[src/design/bpa_pkg.sv]
// Shared types and codes for the buddy page allocator.
// Used by bpa_ctrl, bpa_dpath and the top level; depends on nothing.
package bpa_pkg;

  localparam logic KIND_ALLOC = 1'b0;
  localparam logic KIND_FREE  = 1'b1;

  localparam logic [1:0] ST_OK    = 2'd0;
  localparam logic [1:0] ST_NOBLK = 2'd1;
  localparam logic [1:0] ST_BAD   = 2'd2;

  typedef enum logic [3:0] {
    S_CLEAR, S_IDLE, S_DECODE, S_SEARCH, S_PULL, S_SPLIT, S_PUSH_A, S_PUSH_B,
    S_FINAL, S_FRD, S_FCHK, S_MRD, S_MCHK, S_EMIT
  } state_t;

  typedef enum logic [3:0] {
    OP_NONE, OP_CLEAR, OP_LOAD, OP_SEARCH, OP_PICK, OP_PULL, OP_SPLIT,
    OP_PUSH_A, OP_PUSH_B, OP_FINAL, OP_FRD, OP_MRD, OP_MERGE,
    OP_RES_BAD, OP_RES_NOBLK, OP_EMIT
  } dp_op_t;

  typedef struct packed {
    logic ord_bad;
    logic is_free;
    logic k_ge_max;
    logic head_valid;
    logic k_gt_ord;
    logic free_bad;
    logic merge_last;
    logic buddy_ok;
    logic clr_last;
  } dp_stat_t;

  typedef struct packed {
    logic       flag;
    logic [3:0] order;
  } meta_t;

endpackage

[src/design/bpa_ctrl.sv]
// Sequencer for the buddy page allocator: walks search, split and merge steps.
// Depends on bpa_pkg; drives the op code into bpa_dpath.
module bpa_ctrl (
  input  logic              clk,
  input  logic              rst_n,
  input  logic              in_valid,
  output logic              in_stall,
  output logic              out_valid,
  input  logic              out_stall,
  input  bpa_pkg::dp_stat_t stat,
  output bpa_pkg::dp_op_t   op
);

  bpa_pkg::state_t state_r, state_nxt;
  logic            out_valid_r, out_valid_nxt;

  always_ff @(posedge clk) begin
    if (!rst_n) begin
      state_r     <= bpa_pkg::S_CLEAR;
      out_valid_r <= 1'b0;
    end else begin
      state_r     <= state_nxt;
      out_valid_r <= out_valid_nxt;
    end
  end

  always_comb begin
    state_nxt     = state_r;
    op            = bpa_pkg::OP_NONE;
    out_valid_nxt = out_valid_r && out_stall;
    unique case (state_r)
      bpa_pkg::S_CLEAR: begin
        op = bpa_pkg::OP_CLEAR;
        if (stat.clr_last) state_nxt = bpa_pkg::S_IDLE;
      end
      bpa_pkg::S_IDLE: begin
        if (in_valid) begin
          op        = bpa_pkg::OP_LOAD;
          state_nxt = bpa_pkg::S_DECODE;
        end
      end
      bpa_pkg::S_DECODE: begin
        if (stat.ord_bad) begin
          op        = bpa_pkg::OP_RES_BAD;
          state_nxt = bpa_pkg::S_EMIT;
        end else if (stat.is_free) begin
          state_nxt = bpa_pkg::S_FRD;
        end else begin
          state_nxt = bpa_pkg::S_SEARCH;
        end
      end
      bpa_pkg::S_SEARCH: begin
        if (stat.k_ge_max) begin
          op        = bpa_pkg::OP_RES_NOBLK;
          state_nxt = bpa_pkg::S_EMIT;
        end else if (stat.head_valid) begin
          op        = bpa_pkg::OP_PICK;
          state_nxt = bpa_pkg::S_PULL;
        end else begin
          op = bpa_pkg::OP_SEARCH;
        end
      end
      bpa_pkg::S_PULL: begin
        op        = bpa_pkg::OP_PULL;
        state_nxt = bpa_pkg::S_SPLIT;
      end
      bpa_pkg::S_SPLIT: begin
        if (stat.k_gt_ord) begin
          op        = bpa_pkg::OP_SPLIT;
          state_nxt = bpa_pkg::S_PUSH_A;
        end else begin
          state_nxt = bpa_pkg::S_FINAL;
        end
      end
      bpa_pkg::S_FINAL: begin
        op        = bpa_pkg::OP_FINAL;
        state_nxt = bpa_pkg::S_EMIT;
      end
      bpa_pkg::S_PUSH_A: begin
        op        = bpa_pkg::OP_PUSH_A;
        state_nxt = bpa_pkg::S_PUSH_B;
      end
      bpa_pkg::S_PUSH_B: begin
        op        = bpa_pkg::OP_PUSH_B;
        state_nxt = stat.is_free ? bpa_pkg::S_EMIT : bpa_pkg::S_SPLIT;
      end
      bpa_pkg::S_FRD: begin
        op        = bpa_pkg::OP_FRD;
        state_nxt = bpa_pkg::S_FCHK;
      end
      bpa_pkg::S_FCHK: begin
        if (stat.free_bad) begin
          op        = bpa_pkg::OP_RES_BAD;
          state_nxt = bpa_pkg::S_EMIT;
        end else begin
          state_nxt = bpa_pkg::S_MRD;
        end
      end
      bpa_pkg::S_MRD: begin
        if (stat.merge_last) begin
          state_nxt = bpa_pkg::S_PUSH_A;
        end else begin
          op        = bpa_pkg::OP_MRD;
          state_nxt = bpa_pkg::S_MCHK;
        end
      end
      bpa_pkg::S_MCHK: begin
        if (stat.buddy_ok) begin
          op        = bpa_pkg::OP_MERGE;
          state_nxt = bpa_pkg::S_MRD;
        end else begin
          state_nxt = bpa_pkg::S_PUSH_A;
        end
      end
      bpa_pkg::S_EMIT: begin
        // hold until the output register is free or being taken
        if (!(out_valid_r && out_stall)) begin
          op            = bpa_pkg::OP_EMIT;
          out_valid_nxt = 1'b1;
          state_nxt     = bpa_pkg::S_IDLE;
        end
      end
      default: state_nxt = bpa_pkg::S_IDLE;
    endcase
  end

  assign in_stall  = (state_r != bpa_pkg::S_IDLE);
  assign out_valid = out_valid_r;

endmodule

[config.mk]
export PLATFORM = sky130hd
export DESIGN_NAME = bpa_ctrl
export DESIGN_NICKNAME = d
export VERILOG_FILES = /design/src/design/bpa_pkg.sv /design/src/design/bpa_ctrl.sv
export SDC_FILE = /design/constraint.sdc
export NUM_CORES = 1
export LEC_CHECK = 0
export ABC_AREA = 1
export BUFFER_PORTS_ARGS = -buffer_cell sky130_fd_sc_hd__buf_4
export CORE_MARGIN = 4
export CORE_UTILIZATION = 31
export CTS_BUF_LIST = sky130_fd_sc_hd__clkbuf_8 sky130_fd_sc_hd__clkbuf_16
export CTS_CLUSTER_SIZE = 20
export DETAILED_ROUTE_END_ITERATION = 8
export PLACE_DENSITY = 0.55
export SYNTH_ARGS = -nofsm -noshare
export SYNTH_HDL_FRONTEND = slang
export SYNTH_SLANG_ARGS = --single-unit
export TNS_END_PERCENT = 10
[constraint.sdc]
create_clock -name clk -period 2.4 [get_ports clk]
set_clock_uncertainty 0.2 [all_clocks]
set_input_delay 0.12 -clock clk [delete_from_list [all_inputs] [get_ports clk]]
set_output_delay 0.12 -clock clk [all_outputs]
set_load 0.03 [all_outputs]
==> metrics.md <==
| Metric | Value |
|---|---|
| Yosys warnings | 0 |
| Worst-path cell chain | nor2_1 -> nand2_1 -> nor2_1 -> nor3_1 -> o2111ai_1 -> buf_4 |
| Netlist cell types | 15 |
| I/O pin cnt | 19 |
| GRT Resource Usage Total | 14.2% |
| Initial antenna violation count | 0 |
| Cts repair resizes | 0 |
| Commonest non-fill, non-tap cell in the layout | nand2_1 |
| Routed vias/inst | 5.03 |
| Status | finished, final reports clean |
| Largest net degree at the start of global routing | 9 |
| Final ANT Viol Nets | 0 |
| Critical path data required time | 2.08 ns |
| Root Buffer | clkbuf_8 |
| CP max stage cell | nor2_1 |
| Avg Cell Area, Syn | 4.99 µm² |
| Worst Path Buf+Inv | 1 |
| First-pass DRT Iterations | 4 |
| Static Leak | 0.000493 µW |
| Total negative slack | 0 ns |
| Commonest cells after routing, fill and taps aside | nand2_1, nor2_1, buf_4, inv_1, nand3_1 |
| Relative slew slack | 65.8% |
| HP Class | input pin to register |
| Final setup vio count | 0 |
| Die Width | 51.2 µm |
| DR DRC count | 0 |
| Fin crit period | 2.01 ns |
| Syn Inst Count | 116 |
| Worst setup EP type | primary output |
| RSZ-0062 raised after global routing | false |
| Max incr delay on CP | 0.39 ns |
| Worst path arrival time | 1.69 ns |
| Clock Sinks | 5 |
| Post-synthesis register bit count | 5 |
| Die area | 2620 µm² |
| Peak Freq | 498 MHz |
| Hold path start | out_stall |
| Routed wire per std cell | 11.1 µm |
| Max clock buf depth | 2 |
| Clk slew on worst S/H paths | 0.04 ns |
| Wirelength, routed | 1.82 mm |
| Layout area overhead | 38.4% |
| Total power | 868 µW |
| # Post-CTS Setup Buffers | 0 |
| Tightest Pin Transition | 0.511 ns |
| H-tree levels | 1 |
| CP most frequent cell | nor2_1 |
| GR Overflow Total | 0 |
| Critical Path Start | state_r[2] |
| VDD IR max | 0.619 mV |
| Post-layout nets | 153 |
| Min-Delay Endpoint | out_valid |
| Seq/Total Area, Yosys | 17.3% |
| Clk_lat worst skew | 0.22 ns |
| Crit Path Max Fanout | 6 |
| CTS Buf Count | 3 |
| Site Rows | 15 |
| Die Height | 51.2 µm |
| Type of the worst setup path | register to primary output |
| Period utilization | 83.7% |
| Worst setup SP type | register |
| Reg2Reg Depth | 7 |
| Flop-to-flop setup slack | 0.77 ns |
| Gpl congestion | 0.852 |
| Ant. Diodes | 0 |
| Count of input and output buffers | 18 |
| Final hold vios | 0 |
| HPWL Detailed | 1.48 mm |
| Syn Std Cell Area | 579 µm² |
| Via Count | 825 |
| Worst hold path cell count | 5 |
| R2R Path End | state_r[0] |
| Core Region | 1750 µm² |
| Maxcap violations | 0 |
| CTS tree | yes |
| Crit-path leading delay family | simple AND/OR/NAND/NOR gates |
| Iter 0 DRT Violations | 53 |
| First-pass GRT wire length | 2.82 mm |
| Vias in the first global route | 683 |
| Share of layout cells above drive strength 1 | 20.1% |
| Hold buffers post-CTS | 1 |
| Final Max Tran Viols | 0 |
| Starting Density | 33.2% |
| Net Count, Synth | 129 |
| Power density over cell area | 1080 nW/µm² |
| R2R Path Start | state_r[2] |
cell families after synthesis:
kind of cell / synth area share (%)
AO/OA/AOI/OAI: 8.86
buffers and inverters: 11.0
flip-flops: 17.3
AND/OR/NAND/NOR: 62.9
per-stage QoR:
step                      std cells  hold slack, ns  setup slack [ns]  area [µm²]  utilization (%)
after floorplan                 116          0.0176             0.818         579                -
after global placement          159           0.129             0.630         746             42.7
after detailed placement        159           0.130             0.679         746             42.7
after CTS                       164          0.0688             0.426         802             45.9
after global routing            164           0.116             0.308         802             45.9
final                           164          0.0644             0.390         802             45.9
how the worst max path moves through the flow:
stage                  to  cells after the start
floorplan           op[1]                      3
global placement    op[1]                      6
detailed placement  op[1]                      6
CTS                 op[1]                      6
global route        op[1]                      6
finish              op[1]                      6
cell usage after synthesis (all sizes together):
library cell	number	area share, %
nand3b	2	2.6
nand2	41	27
o2111ai	1	1.5
inv	17	11
nand4	2	2.2
o21ai	3	2.6
nand3	11	10
dfxtp	5	17
a21oi	4	3.5
nor2	24	17
o211ai	1	1.3
nor3	5	4.3
state kept, by name, indices dropped and copies added, names as in the netlist:
register	count
state_r	4
out_valid	1
final cells by class:
class	count	area [µm²]
repair buffers	19	145
clock inverters	1	5.00
clock buffers	3	41.3
flip-flops and latches	5	100
fillers	202	943
multi-input cells	94	415
well taps	25	31.3
inverters	17	63.8
per-layer routing:
metal  share of wire, %  wire [µm]  vias up  global-route usage, %
met4                3.5         64        0                   9.17
met3                9.4        171        8                   2.33
met5                  0          0        -                      0
li1                   -          -      414                      -
met1                 43        775      355                   18.1
met2                 44        806       48                   21.9
worst min-delay path: cells and delay by family:
family,cells,cell delay [ns]
buffers and inverters,2,0.15
AND/OR/NAND/NOR,3,0.18
where the power goes:
group	internal, µW	switching, µW	leakage, µW
Sequential	108	29.8	0.0000408
Clock	112	43.7	0.0000255
Combinational	192	382	0.000426
Power figures use the tool's default switching activity.
